`src/rtl/sqct_pkg.sv`:
```
// ----------------------------------------------------------------------------
// sqct_pkg
// Types and constants shared by the sprite quad corner transform unit.
// ----------------------------------------------------------------------------
package sqct_pkg;

  localparam int CFG_IDX_W  = 3;
  localparam int CFG_DATA_W = 16;

  localparam logic [1:0] CORNER_FIRST = 2'd0;
  localparam logic [1:0] CORNER_LAST  = 2'd3;

  typedef enum logic [CFG_IDX_W-1:0] {
    REG_MODE         = 3'd0,
    REG_ZOOM         = 3'd1,
    REG_QUAD_SIZE    = 3'd2,
    REG_ORIGIN_X     = 3'd3,
    REG_ORIGIN_Y     = 3'd4,
    REG_SCREEN_OFF_X = 3'd5,
    REG_SCREEN_OFF_Y = 3'd6
  } cfg_reg_t;

  typedef struct packed {
    logic signed [15:0] pos_x;
    logic signed [15:0] pos_y;
    logic signed [15:0] local_x;
    logic signed [15:0] local_y;
    logic signed [15:0] sine;
    logic signed [15:0] cosine;
  } in_beat_t;

  typedef struct packed {
    logic [1:0]         corner;
    logic signed [15:0] pre_x;
    logic signed [15:0] pre_y;
    logic signed [15:0] scr_x;
    logic signed [15:0] scr_y;
    logic               scr_valid;
    logic               last;
  } out_beat_t;

  typedef struct packed {
    logic               mode;
    logic [15:0]        zoom;
    logic [15:0]        quad_size;
    logic signed [15:0] origin_x;
    logic signed [15:0] origin_y;
    logic signed [15:0] screen_off_x;
    logic signed [15:0] screen_off_y;
  } cfg_t;

  typedef struct packed {
    in_beat_t   item;
    logic [1:0] corner;
  } corner_beat_t;

  typedef struct packed {
    logic [1:0]         corner;
    logic               mode;
    logic signed [15:0] pre_x;
    logic signed [15:0] pre_y;
    logic signed [15:0] scr_x;
    logic signed [15:0] scr_y;
    logic               scr_valid;
  } geom_beat_t;

endpackage

```
`src/rtl/sqct_expand.sv`:
```
// ----------------------------------------------------------------------------
// sqct_expand
// Holds one sprite and issues its four corner beats, one per cycle while dn_stall is low.
// ----------------------------------------------------------------------------
module sqct_expand import sqct_pkg::*; (
  input  logic         clk,
  input  logic         rst_n,
  input  logic         in_valid,
  output logic         in_stall,
  input  in_beat_t     in_beat,
  output logic         dn_valid,
  input  logic         dn_stall,
  output corner_beat_t dn_beat
);

  logic       vld_r, vld_nxt;
  logic [1:0] k_r, k_nxt;
  in_beat_t   item_r;
  logic       step;
  logic       take;

  assign step     = vld_r && !dn_stall;
  assign in_stall = vld_r && !(step && (k_r == CORNER_LAST));
  assign take     = in_valid && !in_stall;

  always_comb begin
    vld_nxt = vld_r;
    k_nxt   = k_r;
    if (take) begin
      vld_nxt = 1'b1;
      k_nxt   = CORNER_FIRST;
    end else if (step) begin
      if (k_r == CORNER_LAST) begin
        vld_nxt = 1'b0;
      end else begin
        k_nxt = k_r + 2'd1;
      end
    end
  end

  always_ff @(posedge clk) begin
    if (!rst_n) begin
      vld_r <= 1'b0;
      k_r   <= CORNER_FIRST;
    end else begin
      vld_r <= vld_nxt;
      k_r   <= k_nxt;
    end
  end

  always_ff @(posedge clk) begin
    if (take) begin
      item_r <= in_beat;
    end
  end

  assign dn_valid       = vld_r;
  assign dn_beat.item   = item_r;
  assign dn_beat.corner = k_r;

endmodule

```
`config.mk`:
```
export PLATFORM = sky130hd
export DESIGN_NAME = sqct_expand
export DESIGN_NICKNAME = d
export VERILOG_FILES = /design/src/rtl/sqct_pkg.sv /design/src/rtl/sqct_expand.sv
export SDC_FILE = /design/constraint.sdc
export NUM_CORES = 1
export LEC_CHECK = 0
export BUFFER_PORTS_ARGS = -buffer_cell sky130_fd_sc_hd__buf_2
export CORE_MARGIN = 5
export CORE_UTILIZATION = 44
export CTS_BUF_LIST = sky130_fd_sc_hd__clkbuf_8 sky130_fd_sc_hd__clkbuf_16
export DETAILED_ROUTE_END_ITERATION = 10
export PLACE_DENSITY = 0.8
export SYNTH_ARGS = -nofsm -noshare
export SYNTH_HDL_FRONTEND = slang
export SYNTH_SLANG_ARGS = --single-unit
```
`constraint.sdc`:
```
create_clock -name clk -period 8.4 [get_ports clk]
set_input_delay 2.1 -clock clk [delete_from_list [all_inputs] [get_ports clk]]
set_output_delay 2.1 -clock clk [all_outputs]
set_load 0.02 [all_outputs]
```
# Word-level counts from Yosys, hierarchy flattened
# Index checks and enable logic that the tools add are counted.
# op_classes
add_sub_neg	1
eq_ne	1
muxes	3
bitwise_logic	2
reduce_logical	12
# ops
operator	n
1-bit logical AND	4
2-bit AND reduction	2
2-bit nonzero test	2
1-bit logical NOT	3
1-bit 2-to-1 mux	3
2-bit by 1-bit adder with 2-bit output, second input constant	1
2-bit == test, second input constant	1
1-bit NOT	2
2-bit OR reduction	1
# word_totals
register_bits	99
out_inout_bits	100

# Longest topological paths before layout
# logic_depth
depth_word	9
depth_mapped	4
depth_no_buf	4

# Worst setup path after synthesis
# OpenSTA, ideal clock, no wires.
# synth_timing
path_kind	input-to-reg
from	input dn_stall
to	register item_r (netlist bit dn_beat[10]), enable pin
t_arrival_ns	4.881
t_required_ns	7.909
path_slack_ns	3.028
path_stages	2
cell_sequence	nand2b_1 a21boi_2
# synth_between
elab_chain_len	7
# synth_lines
item	line	rtl
start: declaration	sqct_expand.sv:12	input logic dn_stall,
1-bit logical NOT	sqct_expand.sv:22	assign step = vld_r && !dn_stall;
1-bit logical AND	sqct_expand.sv:22	
1-bit logical AND	sqct_expand.sv:23	assign in_stall = vld_r && !(step && (k_r == CORNER_LAST));
1-bit logical NOT	sqct_expand.sv:23	
1-bit logical AND	sqct_expand.sv:23	
1-bit logical NOT	sqct_expand.sv:24	assign take = in_valid && !in_stall;
1-bit logical AND	sqct_expand.sv:24	
net take	sqct_expand.sv:20	logic take;
end signal: assignment	sqct_expand.sv:53	item_r <= in_beat;
end: declaration	sqct_expand.sv:18	in_beat_t item_r;
# The timed path passes the listed nets, and every way through them passes these cells.
# A chain may end at the register's enable or synchronous reset.

# Worst setup path in the final report
# layout_timing
from	input dn_stall
to	output in_stall
# layout_between
elab_chain_len	5
# layout_lines
item	line	rtl
1-bit logical NOT	sqct_expand.sv:22	
1-bit logical AND	sqct_expand.sv:22	
1-bit logical AND	sqct_expand.sv:23	
1-bit logical NOT	sqct_expand.sv:23	
1-bit logical AND	sqct_expand.sv:23	
end: declaration	sqct_expand.sv:9	output logic in_stall,
# Every way passes these cells.

==> reports/summary.txt <==
Outcome: finished clean
DR WL met2: 3900 um
Pre-CTS setup slack: 3.51 ns
Vias per inst: 4.60
Worst Path Buf+Inv: 2
Req. time, crit path: 6.30 ns
First-pass GRT wire length: 10500 um
Routed wire length on met3: 1050 um
Area post-placement: 4170 sq um
Ant diodes: 0
Largest net degree at the start of global routing: 53
Initial core utilization: 0.451
FMAX: 0.204 GHz
Register bit count reported by yosys: 99
Area of the multi-input gates: 115 sq um
Post-DP HPWL: 5780 um
CP most frequent cell: buf_2
FF/Latch Area: 2940 sq um
Clk_lat worst skew: 0.35 ns
Setup TNS: 0 ns
Worst hold path type: register to register
DRT iter0 DRCs: 77
Final min period: 4.89 ns
I/O pins: 200
CP Class: input port to primary output
Family with the most delay on the worst path: simple AND/OR/NAND/NOR gates
Initial antenna violation count: 0
Fill cells: 484
Most common cell after layout, fill and taps aside: buf_2
Rel. slew slack: 0.577
Setup crit end kind: primary output
Final setup violation count: 0
Number of routed nets with antenna violations: 0
Routed via count: 1868
Synthesized cell area: 3050 sq um
Final instance area: 4360 sq um
Resize count post-CTS: 0
Synth Net Count: 210
Final Hold Violating Endpoints: 0
Wl on met1: 2090 um
Worst setup SP type: input port
Die Wd: 93.3 um
CTS H-tree depth: 3
Sequential share of the synthesized area: 0.965
Critical path arrival: 2.79 ns
Total Routing Usage GR: 0.166
CP Cell Sequence: buf_2 -> nand2b_1 -> and2_2 -> buf_2
Fin. max-slew vios: 0
Critical Path Max Stage Delay: 0.23 ns
Hold_buf cts: 0
Hold_ws: 0.612 ns
Final Instance Count excl. Fillers: 406
CTS tree: done
Net count, final: 422
Post-CTS Setup Bufs: 0
Clk root buf: clkbuf_8
Area delta synth->final: 43.0%
Crit-path slowest cell: and2_2
Pre-Repair DR Iteration Count: 4
PortBufs: 199
Maximum VDD drop: 132 uV
Post-Syn Area per Cell: 28.0 sq um
Post-Synthesis Cells: 109
Clk sinks: 99
CP Max Fanout: 2
Synth unique cells: 11
Vias in the first global route: 2045
Leakage: 1.87 nW
Top sig layer: met4
Num rows: 30
Die area: 8700 sq um
Die Y-Extent: 93.3 um
Final period util: 0.582
Final wirelength: 7230 um
Total of max-cap violations: 0
Clock skew: 0.0119 ns
Routed WL per cell: 17.8 um
Placed Cells incl. Taps: 390
Ys Warns: 0
Post-route DRC: 0
Actual slew at the worst max-slew pin: 0.635 ns
TritonCTS Buffers: 9
Clock Path Buffers: 2
Share of cells above drive strength 1: 0.678
RSZ-0062 raised after global routing: false
Core Region: 6760 sq um
Clock transition at the registers of the reported paths: 0.09 ns
Total gr overflow: 0
Global placer's final weighted congestion: 0.762
Min setup slack post-route: 3.51 ns
Pwr/cell area: 222 nW/um^2
Commonest cells after routing, fill and taps aside: 199 x buf_2, 96 x edfxtp_1, 9 x clkbuf_8
[final cells by class]
| cell class | count | share of cell area |
|---|---|---|
| tap | 80 | 0.0229 |
| clock buffer | 9 | 0.0284 |
| sequential | 99 | 0.675 |
| timing repair buffer | 201 | 0.232 |
| clock inverter | 7 | 0.0158 |
| multi-input combinational | 10 | 0.0264 |
[registers in the layout (all words and copies together), names as in the netlist]
signal,flops
k_r,2
dn_beat,96
dn_valid,1
[metrics by stage]
| step | util | power [W] |
|---|---|---|
| final | 0.646 | 0.000969 |
| after CTS | 0.646 | 0.000980 |
| after floorplan | - | 0.000640 |
| after detailed placement | 0.617 | 0.000691 |
| after global placement | 0.617 | 0.000687 |
| after global routing | 0.646 | 0.00101 |
[tightest hold or removal path: stages, from the launching register on]
cell and delay [ns]:
dfxtp_1 0.33, mux2i_1 0.18, nor3b_2 0.06
[cells in the mapped netlist]
library cell | number | area [sq um]
and2_2 | 1 | 7.51
nor3b_4 | 1 | 18.8
nor3b_2 | 2 | 25.0
o21a_1 | 1 | 7.51
xnor2_1 | 1 | 8.76
mux2i_1 | 1 | 10.0
a21boi_2 | 1 | 11.3
edfxtp_1 | 96 | 2880
ha_1 | 1 | 12.5
dfxtp_1 | 3 | 60.1
nand2b_1 | 1 | 6.26
[layer usage]
metal / vias to the layer above / GRT usage
met5: - / 0
li1: 860 / -
met3: 17 / 0.0998
met1: 873 / 0.148
met2: 118 / 0.293
met4: 0 / 0.0794
[logic make-up after synthesis]
| logic type | after synthesis | synth area share |
|---|---|---|
| AO/OA/AOI/OAI | 2 | 0.00615 |
| adder cells (fa/ha/maj) | 1 | 0.00410 |
| AND/OR/NAND/NOR | 5 | 0.0189 |
| multiplexers | 1 | 0.00328 |
| XOR/XNOR | 1 | 0.00287 |
| flip-flops | 99 | 0.965 |
[power by group]
part | internal, W | switching, W | leakage [nW]
clock network | 0.000137 | 0.000154 | 0.101
registers | 0.000573 | 0.00000642 | 0.939
logic | 0.0000355 | 0.0000624 | 0.835
total | 0.000746 | 0.000223 | 1.87
[final timing paths]
check | start | end | slack (ns) | depth (start not counted)
setup / recovery | dn_stall | in_stall | 3.51 | 4
hold / removal | k_r[1] | k_r[1] | 0.61 | 2
setup reg to reg | k_r[0] | dn_beat[36] | 6.53 | 4
hold reg to reg | k_r[1] | k_r[1] | 0.61 | 2
Power figures use the tool's default switching activity.
