===== src/rtl/sqct_pkg.sv =====
// ----------------------------------------------------------------------------
// sqct_pkg
// Types and constants shared by the sprite quad corner transform unit.
// ----------------------------------------------------------------------------
package sqct_pkg;

  localparam int CFG_IDX_W  = 3;
  localparam int CFG_DATA_W = 16;

  localparam logic [1:0] CORNER_FIRST = 2'd0;
  localparam logic [1:0] CORNER_LAST  = 2'd3;

  typedef enum logic [CFG_IDX_W-1:0] {
    REG_MODE         = 3'd0,
    REG_ZOOM         = 3'd1,
    REG_QUAD_SIZE    = 3'd2,
    REG_ORIGIN_X     = 3'd3,
    REG_ORIGIN_Y     = 3'd4,
    REG_SCREEN_OFF_X = 3'd5,
    REG_SCREEN_OFF_Y = 3'd6
  } cfg_reg_t;

  typedef struct packed {
    logic signed [15:0] pos_x;
    logic signed [15:0] pos_y;
    logic signed [15:0] local_x;
    logic signed [15:0] local_y;
    logic signed [15:0] sine;
    logic signed [15:0] cosine;
  } in_beat_t;

  typedef struct packed {
    logic [1:0]         corner;
    logic signed [15:0] pre_x;
    logic signed [15:0] pre_y;
    logic signed [15:0] scr_x;
    logic signed [15:0] scr_y;
    logic               scr_valid;
    logic               last;
  } out_beat_t;

  typedef struct packed {
    logic               mode;
    logic [15:0]        zoom;
    logic [15:0]        quad_size;
    logic signed [15:0] origin_x;
    logic signed [15:0] origin_y;
    logic signed [15:0] screen_off_x;
    logic signed [15:0] screen_off_y;
  } cfg_t;

  typedef struct packed {
    in_beat_t   item;
    logic [1:0] corner;
  } corner_beat_t;

  typedef struct packed {
    logic [1:0]         corner;
    logic               mode;
    logic signed [15:0] pre_x;
    logic signed [15:0] pre_y;
    logic signed [15:0] scr_x;
    logic signed [15:0] scr_y;
    logic               scr_valid;
  } geom_beat_t;

endpackage


===== src/rtl/sqct_view.sv =====
// ----------------------------------------------------------------------------
// sqct_view
// Two-stage viewport scaling of rotated corners, ending in the result register.
// ----------------------------------------------------------------------------
module sqct_view import sqct_pkg::*; (
  input  logic       clk,
  input  logic       rst_n,
  input  cfg_t       cfg,
  input  logic       up_valid,
  output logic       up_stall,
  input  geom_beat_t up_beat,
  output logic       out_valid,
  input  logic       out_stall,
  output out_beat_t  out_beat
);

  logic en1, en2;

  logic               v1_vld_r;
  geom_beat_t         v1_beat_r;
  logic signed [32:0] v1_px_r, v1_py_r;
  logic signed [16:0] zoom17;

  logic      v2_vld_r;
  out_beat_t v2_beat_r, v2_beat_nxt;

  assign en2      = !v2_vld_r || !out_stall;
  assign en1      = !v1_vld_r || en2;
  assign up_stall = !en1;
  assign zoom17   = {1'b0, cfg.zoom};

  always_ff @(posedge clk) begin
    if (!rst_n) begin
      v1_vld_r <= 1'b0;
      v2_vld_r <= 1'b0;
    end else begin
      if (en1) begin
        v1_vld_r <= up_valid;
      end
      if (en2) begin
        v2_vld_r <= v1_vld_r;
      end
    end
  end

  always_ff @(posedge clk) begin
    if (en1) begin
      v1_beat_r <= up_beat;
      v1_px_r   <= up_beat.pre_x * zoom17;
      v1_py_r   <= up_beat.pre_y * zoom17;
    end
  end

  always_comb begin
    v2_beat_nxt.corner    = v1_beat_r.corner;
    v2_beat_nxt.pre_x     = v1_beat_r.pre_x;
    v2_beat_nxt.pre_y     = v1_beat_r.pre_y;
    v2_beat_nxt.scr_valid = v1_beat_r.scr_valid;
    v2_beat_nxt.last      = (v1_beat_r.corner == CORNER_LAST);
    if (v1_beat_r.mode) begin
      v2_beat_nxt.scr_x = v1_px_r[29:14] + cfg.screen_off_x;
      v2_beat_nxt.scr_y = v1_py_r[29:14] + cfg.screen_off_y;
    end else begin
      v2_beat_nxt.scr_x = v1_beat_r.scr_x;
      v2_beat_nxt.scr_y = v1_beat_r.scr_y;
    end
  end

  always_ff @(posedge clk) begin
    if (en2) begin
      v2_beat_r <= v2_beat_nxt;
    end
  end

  assign out_valid = v2_vld_r;
  assign out_beat  = v2_beat_r;

endmodule


===== config.mk =====
export PLATFORM = sky130hd
export DESIGN_NAME = sqct_view
export DESIGN_NICKNAME = d
export VERILOG_FILES = /design/src/rtl/sqct_pkg.sv /design/src/rtl/sqct_view.sv
export SDC_FILE = /design/constraint.sdc
export NUM_CORES = 1
export LEC_CHECK = 0
export BUFFER_PORTS_ARGS = -buffer_cell sky130_fd_sc_hd__buf_2
export CELL_PAD_IN_SITES_DETAIL_PLACEMENT = 1
export CELL_PAD_IN_SITES_GLOBAL_PLACEMENT = 1
export CORE_MARGIN = 3
export CORE_UTILIZATION = 45
export CTS_BUF_LIST = sky130_fd_sc_hd__clkbuf_4 sky130_fd_sc_hd__clkbuf_8
export DETAILED_ROUTE_END_ITERATION = 6
export GPL_TIMING_DRIVEN = 0
export PLACE_DENSITY_LB_ADDON = 0.1
export SYNTH_ARGS = -nofsm -noshare
export SYNTH_HDL_FRONTEND = slang
export SYNTH_SLANG_ARGS = --single-unit

===== constraint.sdc =====
create_clock -name clk -period 8.95 [get_ports clk]
set_clock_uncertainty 0.15 [all_clocks]
set_input_delay 1.79 -clock clk [delete_from_list [all_inputs] [get_ports clk]]
set_output_delay 1.79 -clock clk [all_outputs]
set_load 0.05 [all_outputs]

After elaboration in Yosys (flattened, before gate mapping)
Index checks and enable logic that the tools add are counted.
- register bits: 198
- output and inout bits: 70
- input port bits: 169
- multiplexer cells: 1
- reduce and logical (&&, ||, !) cells: 6
- eq/ne operators: 1
- $mul: 2
- $add $sub $neg: 2
- operator list (operator ; number):
    multiplier 16 x 17 -> 30 bit ; 2
    adder 16 bit ; 2
    two-way mux 32 bit ; 1
    zero test 1 bit ; 4
    equality test 2 bit, second input constant ; 1
    logical OR 1 bit ; 2

Longest topological paths before layout
- word-level depth: 4
- depth in mapped cells: 24
- depth with buffers taken out: 21

Worst setup path before layout
OpenSTA, ideal clock, no wires.
- path type: input-to-reg
- start point: input cfg[95] (netlist name)
- end point: register v1_py_r[29], data pin
- cell stages on the path: 21
- library setup time: 0.264 ns
- path buffers: 2
- required time: 8.536 ns
- data arrival time: 7.225 ns
- slack: 1.310 ns
- path through: clkbuf_1 > clkbuf_1 > nand2_1 > fa_1 > fa_1 > fa_1 > inv_1 > fa_1 > fa_1 > inv_1 > fa_1 > inv_1 > ha_1 > a21o_1 > a21oi_1 > nor2b_1 > or4b_4 > o221ai_4 > nor2_2 > a2111oi_2 > xnor2_1
- longest elaborated chain between the ends: 1
- RTL lines (item ; RTL line ; RTL):
    start, declared ; sqct_view.sv:8 ; input cfg_t cfg,
    multiplier 16 x 17 -> 30 bit ; sqct_view.sv:50 ; v1_py_r <= up_beat.pre_y * zoom17;
    end signal, assigned ; sqct_view.sv:50 ;
    end, declared ; sqct_view.sv:21 ; logic signed [32:0] v1_px_r, v1_py_r;
No other way between the ends.
A chain may end at the register's enable or synchronous reset.

Worst setup path after layout
- start point: input up_beat[42] (netlist name)
- end point: register v1_py_r[28], data pin
- longest elaborated chain between the ends: 1
- RTL lines (item ; RTL line ; RTL):
    start, declared ; sqct_view.sv:11 ; input geom_beat_t up_beat,
    multiplier 16 x 17 -> 30 bit ; sqct_view.sv:50 ;
No other way between the ends.

==> flow_metrics.py <==
metrics = {
    "sta": {
        "period_share_pct": 98.6,
        "setup_ws_ns": 0.126,
        "max_freq_ghz": 0.113,
        "worstMarginPinSlew_ns": 1.31,
        "final-setup-viol-count": 0,
        "unrepaired_setup_endpoints_after_global_routing": "true",
        "setup-tns-final_ns": 0,
        "final_period_minus_worst_setup_slack_ns": 8.82,
        "finalHoldViolations": 0,
        "slew_viol_final": 0,
        "relative_max_transition_margin_pct": 12.7,
    },
    "floorplanning": {
        "num_rows": 82,
        "die_y_um": 233,
        "die_width_um": 233,
        "num_io_pins": 239,
        "design.die.area_um2": 54300,
        "design.core.area_um2": 50500,
        "floorplan.initialDensity_pct": 45.9,
    },
    "global_route": {
        "grtUsageTotal_pct": 26.6,
        "first_global_vias": 18847,
        "antenna_violations_before_repair": 7,
        "grt_start_max_net_pins": 55,
        "first_pass_grt_wire_length_mm": 107,
        "grt_overflow_total": 0,
    },
    "layout": {
        "final_cell_area_um2": 25400,
        "post_route_insts_no_fill": 3179,
        "areaGrowthSynthToFinish_pct": 9.71,
        "filler_cell_count": 5786,
        "final_nets": 3282,
        "post_route_cells_drive_above_1_share_pct": 10.3,
    },
    "worst_setup_path": {
        "timing.setup.critical_path_class": "in2reg",
        "critical_path.slowest_cell": "a2111oi_1",
        "worst_path_largest_cell_delay_ns": 0.70,
        "end_kind": "register",
        "crit_arrival_ns": 8.98,
        "reg2reg_slack_ns": 5.70,
        "crit_path_max_fanout": 10,
        "r2r.worst_path.cells": 6,
        "worst_path_required_time_ns": 9.10,
        "most_prevalent_standard_cell_on_the_critical_path": "fa_1",
        "worstPathCellList": "buf_2, clkbuf_1, nand2_1, fa_1, inv_1, fa_1, inv_1, fa_1, inv_1, fa_1, fa_1, inv_1, fa_1, inv_1, ha_1, nand3_1, a2111oi_1, o211ai_1, o311ai_1, o221ai_4, o21bai_1, a21oi_1, xnor2_1",
        "timing.rr.start": "v1_beat_r[65]",
        "worst_r2r_endpoint": "out_beat[29]",
        "start_kind": "primary input",
    },
    "clocking": {
        "tritoncts": "done",
        "cts_root_buffer": "clkbuf_8",
        "clock_sink_count": 170,
        "ctsLongestPathBuffers": 2,
        "clk_pin_slew_ns": 0.12,
        "clock_latency_ns": 0.58,
        "numCtsBuffers": 17,
        "htreeDepth": 4,
        "post_cts_buffers": 0,
        "cts_hold_buf": 0,
    },
    "worst_hold_path": {
        "hold_path_depth": 0,
        "min_to": "out_beat[42]",
        "worst_min_delay_path_startpoint": "v1_beat_r[41]",
        "hold_path_class": "reg2reg",
    },
    "placement": {
        "gp_congestion": 0.910,
        "port_buffers": 189,
        "place_inst": 3147,
        "post-dp-hpwl_mm": 56.4,
        "dpl_cell_area_um2": 25000,
        "detailedPlace.worstSlack_ns": -0.584,
    },
    "yosys": {
        "synth_warnings": 0,
        "synthFlopType": "edfxtp_1",
        "yosysSeqAreaShare_pct": 21.9,
        "netlist_instances": 2284,
        "post_synth_mux_area_share_pct": 0.918,
        "synth_top_family_by_area": "adder cells",
        "yosys.area.top_type": "fa_1",
        "yosys.cell_types.count": 61,
        "synth-edff-count": 168,
        "mappedNetlistArea_um2": 23200,
        "synth_compound_gate_area_share_pct": 5.63,
        "synthXorXnorAreaFrac_pct": 2.31,
        "synth.top_cell.area_share_pct": 33.5,
        "async_flop_share_pct": 0,
        "synthSimpleGateAreaFrac_pct": 13.7,
        "synth_fa_ha_area_share_pct": 46.0,
        "total_of_flip_flops_plus_latches_after_synthesis": 170,
        "synthesis.area_per_instance_um2": 10.1,
        "yosys-top-cells-area": "fa_1, edfxtp_1, ha_1",
        "synth_nets": 3073,
    },
    "status": {
        "status": "finished, final reports clean",
    },
    "power_and_ir_drop": {
        "power_per_cell_area_nw_per_um2": 413,
        "power_leakage_nw": 12.5,
        "worst_ir_drop_vdd_uv": 412,
        "total_power_mw": 10.5,
    },
    "detailed_routing": {
        "finalWirelength_mm": 68.8,
        "dr_total_vias": 16906,
        "wl_per_cell_um": 21.6,
        "vias_per_cell": 5.32,
        "detailedRoute.firstPassIterationCount": 5,
        "post_route_antenna_net_violation_count": 0,
        "post-route-drc-count": 0,
        "drt_initial_violations": 910,
    },
    "job": {
        "drv_cap": 0,
    },
}
-- placed cells by master (no fill, tap or decap), types with 44 or more instances in the layout --
cell,Yosys,layout
inv_1,494,494
ha_1,232,232
a21oi_1,58,58
xnor2_1,44,44
edfxtp_1,168,168
nand2_1,272,271
clkbuf_1,86,80
fa_1,388,388
and2_1,232,232
buf_2,0,189
-- metal layers --
layer	track usage, %	up-vias	routed length (um)
li1	-	7498	-
met1	36.3	8822	29800
met2	43.9	495	32900
met3	4.19	91	4390
met4	7.91	0	1730
met5	0	-	0
-- worst max path at each step --
stage                      from          end  slack, ns  cells past startpoint
floorplan               cfg[95]  v1_py_r[29]       1.31                     21
global placement    up_beat[41]  v1_py_r[28]      -0.31                     23
detailed placement      cfg[89]  v1_py_r[28]      -0.58                     21
CTS                     cfg[89]  v1_py_r[28]       0.09                     21
global route        up_beat[42]  v1_py_r[28]       -0.1                     23
finish              up_beat[42]  v1_py_r[28]       0.13                     23
-- cells in the mapped netlist, drive strengths merged (2+ instances only) --
library cell and n:
mux2 18, and3 9, a31oi 6, a2111oi 4, a211oi 9, or3 4, nand2 272, nor2b 10
o311a 2, o31ai 7, xnor2 44, a21oi 59, xor2 17, o21a 13, nand3 18, o2111ai 2
clkbuf 86, a41oi 2, o211ai 3, a21boi 3, a21o 27, o21ai 33, dfxtp 2, nand2b 17
inv 494, nand3b 2, edfxtp 168, nand4 7, nor4 2, buf 3, nor3b 2, a31o 3
nor3 20, o21bai 5, o22ai 3, fa 388, and2 232, a211o 3, ha 232, nor2 37
o311ai 5
-- sequential cells by signal, summed over array words and instances, names as in the netlist --
signal     flops
out_beat      68
v1_px_r       16
v1_vld_r       1
v1_beat_r     68
v1_py_r       16
out_valid      1
-- timing repair --
| action | in CTS | in global routing |
|---|---|---|
| gates resized for setup | 0 | 13 |
| endpoints found under the hold margin | 0 | 0 |
| endpoints found under the setup margin | 0 | 4 |
-- cell type report --
type / instances / area [um^2] / share of cell area, %
sequential: 170 / 5080 / 20.0
clock inverter: 15 / 149 / 0.586
timing repair buffer: 191 / 1000 / 3.94
antenna: 1 / 2.50 / 0.00984
buffer: 88 / 337 / 1.32
tap: 672 / 841 / 3.31
multi-input combinational: 1530 / 15900 / 62.6
inverter: 495 / 1860 / 7.31
clock buffer: 17 / 234 / 0.920
-- metrics by stage --
stage          utilization [%]  hold WS [ns]
4_1_cts                   50.4         0.276
3_3_place_gp              49.5         0.250
6_report                  50.4         0.273
2_1_floorplan                -         0.250
5_1_grt                   50.4         0.281
3_5_place_dp              49.6         0.255
-- critical path: cells and delay by family --
family / cells / cell delay, ns
AOI/OAI and AO/OA: 6 / 1.96
xor gates and xnor gates: 1 / 0.51
adders and majority gates: 7 / 3.31
buffers and inverters: 7 / 1.12
and+or+nand+nor: 2 / 0.25
-- power breakdown --
| part | switching (mW) | internal (mW) |
|---|---|---|
| sequential | 0.0664 | 1.41 |
| clock | 0.374 | 0.206 |
| combinational | 5.13 | 3.31 |
| total | 5.57 | 4.93 |
-- cell families after synthesis --
family / count (synthesis)
AOI/OAI and AO/OA: 194
muxes: 19
adders and majority gates: 620
DFF: 170
xor gates and xnor gates: 61
buffers and inverters: 584
and+or+nand+nor: 636
No activity file was read; power rests on OpenSTA's default activity.
