===== config.mk =====
export PLATFORM = sky130hd
export DESIGN_NAME = sqct_geom
export DESIGN_NICKNAME = d
export VERILOG_FILES = /design/src/rtl/sqct_pkg.sv /design/src/rtl/sqct_geom.sv
export SDC_FILE = /design/constraint.sdc
export NUM_CORES = 2
export LEC_CHECK = 0
export CAP_MARGIN = 10
export CORE_MARGIN = 2
export CORE_UTILIZATION = 61
export DETAILED_ROUTE_END_ITERATION = 16
export DONT_BUFFER_PORTS = 1
export PLACE_DENSITY = 0.8
export SYNTH_ARGS = -nofsm -noshare
export SYNTH_HDL_FRONTEND = slang
export SYNTH_SLANG_ARGS = --single-unit

===== constraint.sdc =====
create_clock -name clk -period 7.3 [get_ports clk]
set_input_delay 1.095 -clock clk [delete_from_list [all_inputs] [get_ports clk]]
set_output_delay 1.095 -clock clk [all_outputs]
set_load 0.05 [all_outputs]

===== src/rtl/sqct_pkg.sv =====
// ----------------------------------------------------------------------------
// sqct_pkg
// Types and constants shared by the sprite quad corner transform unit.
// ----------------------------------------------------------------------------
package sqct_pkg;

  localparam int CFG_IDX_W  = 3;
  localparam int CFG_DATA_W = 16;

  localparam logic [1:0] CORNER_FIRST = 2'd0;
  localparam logic [1:0] CORNER_LAST  = 2'd3;

  typedef enum logic [CFG_IDX_W-1:0] {
    REG_MODE         = 3'd0,
    REG_ZOOM         = 3'd1,
    REG_QUAD_SIZE    = 3'd2,
    REG_ORIGIN_X     = 3'd3,
    REG_ORIGIN_Y     = 3'd4,
    REG_SCREEN_OFF_X = 3'd5,
    REG_SCREEN_OFF_Y = 3'd6
  } cfg_reg_t;

  typedef struct packed {
    logic signed [15:0] pos_x;
    logic signed [15:0] pos_y;
    logic signed [15:0] local_x;
    logic signed [15:0] local_y;
    logic signed [15:0] sine;
    logic signed [15:0] cosine;
  } in_beat_t;

  typedef struct packed {
    logic [1:0]         corner;
    logic signed [15:0] pre_x;
    logic signed [15:0] pre_y;
    logic signed [15:0] scr_x;
    logic signed [15:0] scr_y;
    logic               scr_valid;
    logic               last;
  } out_beat_t;

  typedef struct packed {
    logic               mode;
    logic [15:0]        zoom;
    logic [15:0]        quad_size;
    logic signed [15:0] origin_x;
    logic signed [15:0] origin_y;
    logic signed [15:0] screen_off_x;
    logic signed [15:0] screen_off_y;
  } cfg_t;

  typedef struct packed {
    in_beat_t   item;
    logic [1:0] corner;
  } corner_beat_t;

  typedef struct packed {
    logic [1:0]         corner;
    logic               mode;
    logic signed [15:0] pre_x;
    logic signed [15:0] pre_y;
    logic signed [15:0] scr_x;
    logic signed [15:0] scr_y;
    logic               scr_valid;
  } geom_beat_t;

endpackage


===== src/rtl/sqct_geom.sv =====
// ----------------------------------------------------------------------------
// sqct_geom
// Three-stage corner geometry: corner vector, products, rotate or center.
// ----------------------------------------------------------------------------
module sqct_geom import sqct_pkg::*; (
  input  logic         clk,
  input  logic         rst_n,
  input  cfg_t         cfg,
  input  logic         up_valid,
  output logic         up_stall,
  input  corner_beat_t up_beat,
  output logic         dn_valid,
  input  logic         dn_stall,
  output geom_beat_t   dn_beat
);

  logic en1, en2, en3;

  // stage 1
  logic               g1_vld_r;
  logic [1:0]         g1_k_r;
  logic               g1_mode_r;
  logic signed [17:0] g1_vx_r, g1_vx_nxt;
  logic signed [17:0] g1_vy_r, g1_vy_nxt;
  logic signed [15:0] g1_mx_r, g1_my_r;
  logic signed [15:0] g1_sn_r, g1_cs_r;

  // stage 2
  logic               g2_vld_r;
  logic [1:0]         g2_k_r;
  logic               g2_mode_r;
  logic signed [34:0] g2_p0_r, g2_p1_r, g2_p2_r, g2_p3_r;
  logic signed [15:0] g2_mx_r, g2_my_r;
  logic signed [15:0] g2_prex_r, g2_prex_nxt;
  logic signed [15:0] g2_prey_r, g2_prey_nxt;

  // stage 3
  logic       g3_vld_r;
  geom_beat_t g3_beat_r, g3_beat_nxt;

  logic signed [17:0] px18, py18, lx18, ly18, ox18, oy18, half18, size18;
  logic signed [16:0] mul_b, sn17;
  logic signed [15:0] half16;
  logic signed [34:0] rot_x, rot_y;
  logic signed [15:0] tx, ty, dz;

  assign en3      = !g3_vld_r || !dn_stall;
  assign en2      = !g2_vld_r || en3;
  assign en1      = !g1_vld_r || en2;
  assign up_stall = !en1;

  always_ff @(posedge clk) begin
    if (!rst_n) begin
      g1_vld_r <= 1'b0;
      g2_vld_r <= 1'b0;
      g3_vld_r <= 1'b0;
    end else begin
      if (en1) begin
        g1_vld_r <= up_valid;
      end
      if (en2) begin
        g2_vld_r <= g1_vld_r;
      end
      if (en3) begin
        g3_vld_r <= g2_vld_r;
      end
    end
  end

  assign px18   = {{2{up_beat.item.pos_x[15]}}, up_beat.item.pos_x};
  assign py18   = {{2{up_beat.item.pos_y[15]}}, up_beat.item.pos_y};
  assign lx18   = {{2{up_beat.item.local_x[15]}}, up_beat.item.local_x};
  assign ly18   = {{2{up_beat.item.local_y[15]}}, up_beat.item.local_y};
  assign ox18   = {{2{cfg.origin_x[15]}}, cfg.origin_x};
  assign oy18   = {{2{cfg.origin_y[15]}}, cfg.origin_y};
  assign half18 = {3'b000, cfg.quad_size[15:1]};
  assign size18 = {2'b00, cfg.quad_size};

  always_comb begin
    if (cfg.mode) begin
      g1_vx_nxt = lx18 - half18 + (up_beat.corner[0] ? size18 : 18'sd0);
      g1_vy_nxt = ly18 - half18 + (up_beat.corner[1] ? size18 : 18'sd0);
    end else begin
      g1_vx_nxt = px18 + lx18 - ox18;
      g1_vy_nxt = py18 + ly18 - oy18;
    end
  end

  always_ff @(posedge clk) begin
    if (en1) begin
      g1_k_r    <= up_beat.corner;
      g1_mode_r <= cfg.mode;
      g1_vx_r   <= g1_vx_nxt;
      g1_vy_r   <= g1_vy_nxt;
      g1_mx_r   <= up_beat.item.pos_x - cfg.origin_x;
      g1_my_r   <= up_beat.item.pos_y - cfg.origin_y;
      g1_sn_r   <= up_beat.item.sine;
      g1_cs_r   <= up_beat.item.cosine;
    end
  end

  assign mul_b  = g1_mode_r ? {g1_cs_r[15], g1_cs_r} : {1'b0, cfg.zoom};
  assign sn17   = {g1_sn_r[15], g1_sn_r};
  assign half16 = {1'b0, cfg.quad_size[15:1]};

  always_comb begin
    g2_prex_nxt = g1_k_r[0] ? g1_vx_r[15:0] + half16 : g1_vx_r[15:0] - half16;
    g2_prey_nxt = g1_k_r[1] ? g1_vy_r[15:0] + half16 : g1_vy_r[15:0] - half16;
  end

  always_ff @(posedge clk) begin
    if (en2) begin
      g2_k_r    <= g1_k_r;
      g2_mode_r <= g1_mode_r;
      g2_p0_r   <= g1_vx_r * mul_b;
      g2_p1_r   <= g1_vy_r * mul_b;
      g2_p2_r   <= g1_vx_r * sn17;
      g2_p3_r   <= g1_vy_r * sn17;
      g2_mx_r   <= g1_mx_r;
      g2_my_r   <= g1_my_r;
      g2_prex_r <= g2_prex_nxt;
      g2_prey_r <= g2_prey_nxt;
    end
  end

  assign rot_x = g2_p0_r - g2_p3_r;
  assign rot_y = g2_p2_r + g2_p1_r;
  assign tx    = g2_p0_r[29:14] + cfg.screen_off_x;
  assign ty    = g2_p1_r[29:14] + cfg.screen_off_y;
  assign dz    = {7'b0000000, cfg.zoom[15:7]};

  always_comb begin
    g3_beat_nxt.corner    = g2_k_r;
    g3_beat_nxt.mode      = g2_mode_r;
    g3_beat_nxt.scr_x     = '0;
    g3_beat_nxt.scr_y     = '0;
    g3_beat_nxt.scr_valid = 1'b1;
    if (g2_mode_r) begin
      g3_beat_nxt.pre_x = rot_x[30:15] + g2_mx_r;
      g3_beat_nxt.pre_y = rot_y[30:15] + g2_my_r;
    end else begin
      g3_beat_nxt.pre_x = g2_prex_r;
      g3_beat_nxt.pre_y = g2_prey_r;
      case (g2_k_r)
        CORNER_FIRST: begin
          g3_beat_nxt.scr_x = tx - dz;
          g3_beat_nxt.scr_y = ty - dz;
        end
        CORNER_LAST: begin
          g3_beat_nxt.scr_x = tx + dz;
          g3_beat_nxt.scr_y = ty + dz;
        end
        default: begin
          g3_beat_nxt.scr_valid = 1'b0;
        end
      endcase
    end
  end

  always_ff @(posedge clk) begin
    if (en3) begin
      g3_beat_r <= g3_beat_nxt;
    end
  end

  assign dn_valid = g3_vld_r;
  assign dn_beat  = g3_beat_r;

endmodule


Word-level counts from Yosys, hierarchy flattened
Index checks and enable logic that the tools add are counted.

operators by class
  reduce and logical (&&, ||, !) cells = 10
  $mul = 4
  muxes and demuxes = 10
  add/sub/neg operators = 24
  equality and inequality tests = 1

operator list
  cell                                            count
  16-bit adder                                    4
  16-bit two-way mux                              4
  32-bit one-hot mux with 2 select lines          1
  18-bit by 16-bit multiplier with 31-bit output  2
  18-bit by 17-bit multiplier with 31-bit output  2
  17-bit by 17-bit adder with 18-bit output       2
  18-bit two-way mux                              2
  17-bit by 16-bit subtractor with 18-bit output  2
  16-bit by 16-bit adder with 17-bit output       2
  16-bit by 16-bit subtractor with 17-bit output  2
  16-bit by 10-bit adder with 16-bit output       2
  16-bit by 15-bit adder with 16-bit output       2
  32-bit two-way mux                              1
  16-bit by 10-bit subtractor with 16-bit output  2
  16-bit by 15-bit subtractor with 16-bit output  2
  16-bit subtractor                               2
  31-bit adder                                    1
  31-bit subtractor                               1
  17-bit two-way mux                              1
  1-bit zero test                                 5
  1-bit logical OR                                3
  2-bit equality test (second input constant)     1
  2-bit zero test                                 1
  2-bit OR reduction                              1
  1-bit two-way mux                               1

word-level totals
  input port bits = 199
  flip-flop bits (word level) = 365
  word-level logic and storage cells = 77

Logic depth before layout (Yosys ltp)
  depth in word-level cells = 5
  gate-level depth with buffers = 28

Worst setup path after synthesis
No wires, ideal clock.

  path kind = input to register
  start = input cfg[88] in the netlist's numbering
  end = register g2_p1_r[30] (data pin)
  path slack = 218 ps
  arrival time = 6810 ps
  required time = 7028 ps
  library setup time = 272 ps
  cell stages on the path = 24
  buffers on the path = 1
  cell sequence = inv_1 > o21ai_1 > clkbuf_1 > nand2_1 > fa_1 > inv_1 > fa_1 > inv_1 > fa_1 > inv_1 > fa_1 > fa_1 > inv_1 > fa_1 > inv_1 > ha_1 > and3_1 > and4_1 > o311a_1 > o21a_1 > o31ai_1 > a31oi_1 > o31ai_1 > o211ai_1

on the way
  word-level cells in the longest chain between the ends = 2

RTL lines
  item                                            line              source
  start, declared                                 sqct_geom.sv:8    input cfg_t cfg,
  17-bit two-way mux                              sqct_geom.sv:102  assign mul_b = g1_mode_r ? {g1_cs_r[15], g1_cs_r} : {1'b0, cfg.zoom};
  18-bit by 17-bit multiplier with 31-bit output  sqct_geom.sv:116  g2_p1_r <= g1_vy_r * mul_b;
  end signal, assigned                            sqct_geom.sv:116
  end, declared                                   sqct_geom.sv:32   logic signed [34:0] g2_p0_r, g2_p1_r, g2_p2_r, g2_p3_r;

No other way between the ends.
A chain may end at the register's enable or synchronous reset.

Final worst setup path
  start = register g1_vx_r[3]
  end = register g2_p2_r[30] (data pin)

on the way
  word-level cells in the longest chain between the ends = 1

RTL lines
  item                                            line              source
  start, declared                                 sqct_geom.sv:23   logic signed [17:0] g1_vx_r, g1_vx_nxt;
  start signal, assigned                          sqct_geom.sv:93   g1_vx_r <= g1_vx_nxt;
  18-bit by 16-bit multiplier with 31-bit output  sqct_geom.sv:117  g2_p2_r <= g1_vx_r * sn17;
  end signal, assigned                            sqct_geom.sv:117
  end, declared                                   sqct_geom.sv:32

No other way between the ends.

==> metrics <==
Die Y 336.3 um; worst-skew pair later-pin latency 700 ps; setup_tns 0 ps; CP Class flop to flop; antenna viol nets, final 0; Slew @ Worst Pin 1128 ps; initial antenna violation count 7; first-pass GRT wire length 297.8 mm; Horiz. Die Dim 336.3 um; Worst setup EP type flop; fill cell count 8436; CTS root buf clkbuf_16; minimum clock period 7106 ps; CTS tree built; Final period util 97.34%; CTS Sinks 365; GRT overflow 0; Slew HR 24.82%; warnings from Yosys 0; CP Max Fanout 17; clk slew on worst S/H paths 60 ps; GPL Wtd Cong 0.9719; starting DRC count in detailed routing 4382; vias 50380; Final Hold Viols 0; Port Buffers 0; gr busiest metal met2; Post-synth ARST share 0%; total wire length 191.7 mm; layout cells sized above 1 5.333%; EDFF count, synth 362; DRC Markers 0; fmax 140.7 MHz; met1 Resource Use GR 43.04%; Final #Nets 9119; hpwl dp 155.9 mm; R2R Path End g2_p2_r[30]; Initial Util 61.72%; Gate Count Post-Synth 7145; post-synthesis sequential area ratio 16.22%; setup violators final 0; pin count of the biggest net entering global routing 77; Setup Skew 81.58 ps; CP Launch Point g1_vx_r[3]; max-slew violations 0; CP Capture Point g2_p2_r[30]; I/O pin cnt 269; DR WL/cell 22.13 um; r2r setup slk 190 ps; top_reg_cell synth edfxtp_1; total CTS buffers 47; met2 usage 55.67%; Cell Area, Synth 0.06737 mm2; hold buffers post-CTS 0; number of vias per cell 5.815; Clock Path Buffers 3; FF+latch count, synth 365; vias in the first global route 52570; Max H-tree Level 2; CORE AREA 0.1092 mm2; Layout area overhead 6.611%; GRT met3 Usage 7.364%; Hold WC Path Type flop to flop; RSZ-0062 raised after global routing false; CP startpoint kind flop; Die Area 0.1131 mm2; post-synth net total 9119; status complete, no violations; # Max-Cap Violations 0; syn avg cell area 9.429 um2; Worst Path Required 7700 ps; R2R Path Start g1_vx_r[3]; crit path DAT 7510 ps; post-synth cell types 83; R2R cell count 21; GRT Total Usage 34.85%; First-pass DRT Iterations 6; Rows 121
-- state kept, by name, summed over array words and instances, names as in the netlist, 18 cells and up --
name and count:
g2_p2_r 31, g2_p1_r 31, g1_vx_r 18, g1_vy_r 18
g2_p3_r 31, dn_beat 68, g2_p0_r 31
-- metrics by stage --
step	util, %	std cells	instance area [um2]	setup slack [ps]	hold slack (ps)
3_3_place_gp	64.21	8567	70090	135.6	400.4
3_5_place_dp	64.21	8567	70090	32.96	404.5
6_report	65.80	8663	71830	194.0	385.6
5_1_grt	65.79	8658	71810	4.459	388.4
2_1_floorplan	-	7145	67370	217.9	400.3
4_1_cts	65.73	8653	71740	169.9	378.7
-- layout make-up --
| cell class | count | area, um2 | share of cell area, % |
|---|---|---|---|
| inverter | 1554 | 5841 | 8.132 |
| antenna | 5 | 12.51 | 0.01742 |
| clock inverter | 34 | 462.9 | 0.6445 |
| sequential | 365 | 10930 | 15.22 |
| clock buffer | 52 | 1195 | 1.664 |
| timing repair buffer | 206 | 1834 | 2.554 |
| tap | 1476 | 1847 | 2.571 |
| multi-input combinational | 4971 | 49700 | 69.20 |
-- repair_timing --
action,CTS,global route
buffers inserted,0,5
resized for setup,0,2
endpoints found under the setup margin,0,7
-- worst min path at each step --
stage | start | endpoint | slack (ps) | cells past startpoint
2_1_floorplan | g1_mx_r[0] | g2_mx_r[0] | 400 | 0
3_3_place_gp | g1_my_r[4] | g2_my_r[4] | 400 | 0
3_5_place_dp | g1_my_r[5] | g2_my_r[5] | 400 | 0
4_1_cts | g1_my_r[0] | g2_my_r[0] | 380 | 0
5_1_grt | g1_mx_r[3] | g2_mx_r[3] | 390 | 0
6_report | g1_mx_r[6] | g2_mx_r[6] | 390 | 0
-- Yosys cell counts (8+ instances only) --
cell type | count | area, um2
nand3_1 | 65 | 325.3
nor4_1 | 9 | 56.30
ha_1 | 611 | 7645
clkbuf_1 | 239 | 897.1
or3_1 | 36 | 225.2
a31oi_1 | 32 | 200.2
nor3_1 | 100 | 500.5
o21ai_0 | 152 | 760.7
mux2_2 | 44 | 495.5
nor2_1 | 273 | 1025
nand2_1 | 754 | 2830
nand4_1 | 17 | 106.4
a21boi_0 | 11 | 82.58
buf_1 | 15 | 56.30
nand2b_1 | 36 | 225.2
a211oi_1 | 32 | 240.2
fa_1 | 1164 | 23300
o211ai_1 | 27 | 202.7
edfxtp_1 | 362 | 10870
o21bai_1 | 38 | 285.3
and2_1 | 478 | 2990
o2111ai_1 | 9 | 78.83
mux2i_1 | 11 | 110.1
or2_2 | 22 | 137.6
o31ai_1 | 21 | 157.7
and3_1 | 37 | 231.5
nor2b_1 | 103 | 644.4
a21o_1 | 84 | 630.6
a21oi_1 | 231 | 1156
xnor2_1 | 259 | 2268
inv_1 | 1554 | 5833
xor2_1 | 131 | 1147
nand3b_1 | 8 | 60.06
a211o_1 | 13 | 113.9
o21a_1 | 48 | 360.4
-- critical path, stage by stage, from the launching register on --
cell,delay [ps]
edfxtp_1,820
and2_1,370
fa_1,480
inv_1,60
fa_1,540
inv_1,60
fa_1,490
fa_1,440
fa_1,490
inv_1,50
fa_1,490
inv_1,50
ha_1,360
a21o_1,190
a21o_1,190
a21oi_1,170
a21o_1,210
a21oi_1,140
o41ai_2,420
a21oi_1,180
or4_1,440
and4_1,210
-- routing by layer --
metal / share of wire [%] / wire length [um] / vias up
met5: 0.045 / 86 / -
met4: 8.0 / 15410 / 8
met3: 9.7 / 18650 / 622
met2: 46 / 87610 / 2401
met1: 36 / 69970 / 25110
li1: - / - / 22240
-- layout by cell type, fill, tap and decap left out, drive strengths merged, types with 27 or more instances in the layout --
master	count
edfxtp	362
a31oi	32
nor2b	104
o21ai	156
nand3	65
and3	37
nand2b	36
o211ai	27
inv	1560
xnor2	260
a21oi	233
nand2	754
nor3	101
and2	478
fa	1164
or3	36
clkbuf	52
nor2	273
a21o	84
ha	611
xor2	131
o21a	48
o21bai	38
a211oi	33
buf	206
mux2	44
-- kinds of logic after synthesis --
kind of cell	count (synthesis)	share of synthesized area, %
AO/OA/AOI/OAI	784	7.520
XOR/XNOR	391	5.094
adder cells (fa/ha/maj)	1775	45.93
buffers and inverters	1809	10.08
flip-flops	365	16.22
multiplexers	55	0.8989
AND/OR/NAND/NOR	1966	14.25
Power is not shown: default switching activity piles up to over one toggle a cycle in this logic, so the estimate is an artifact.
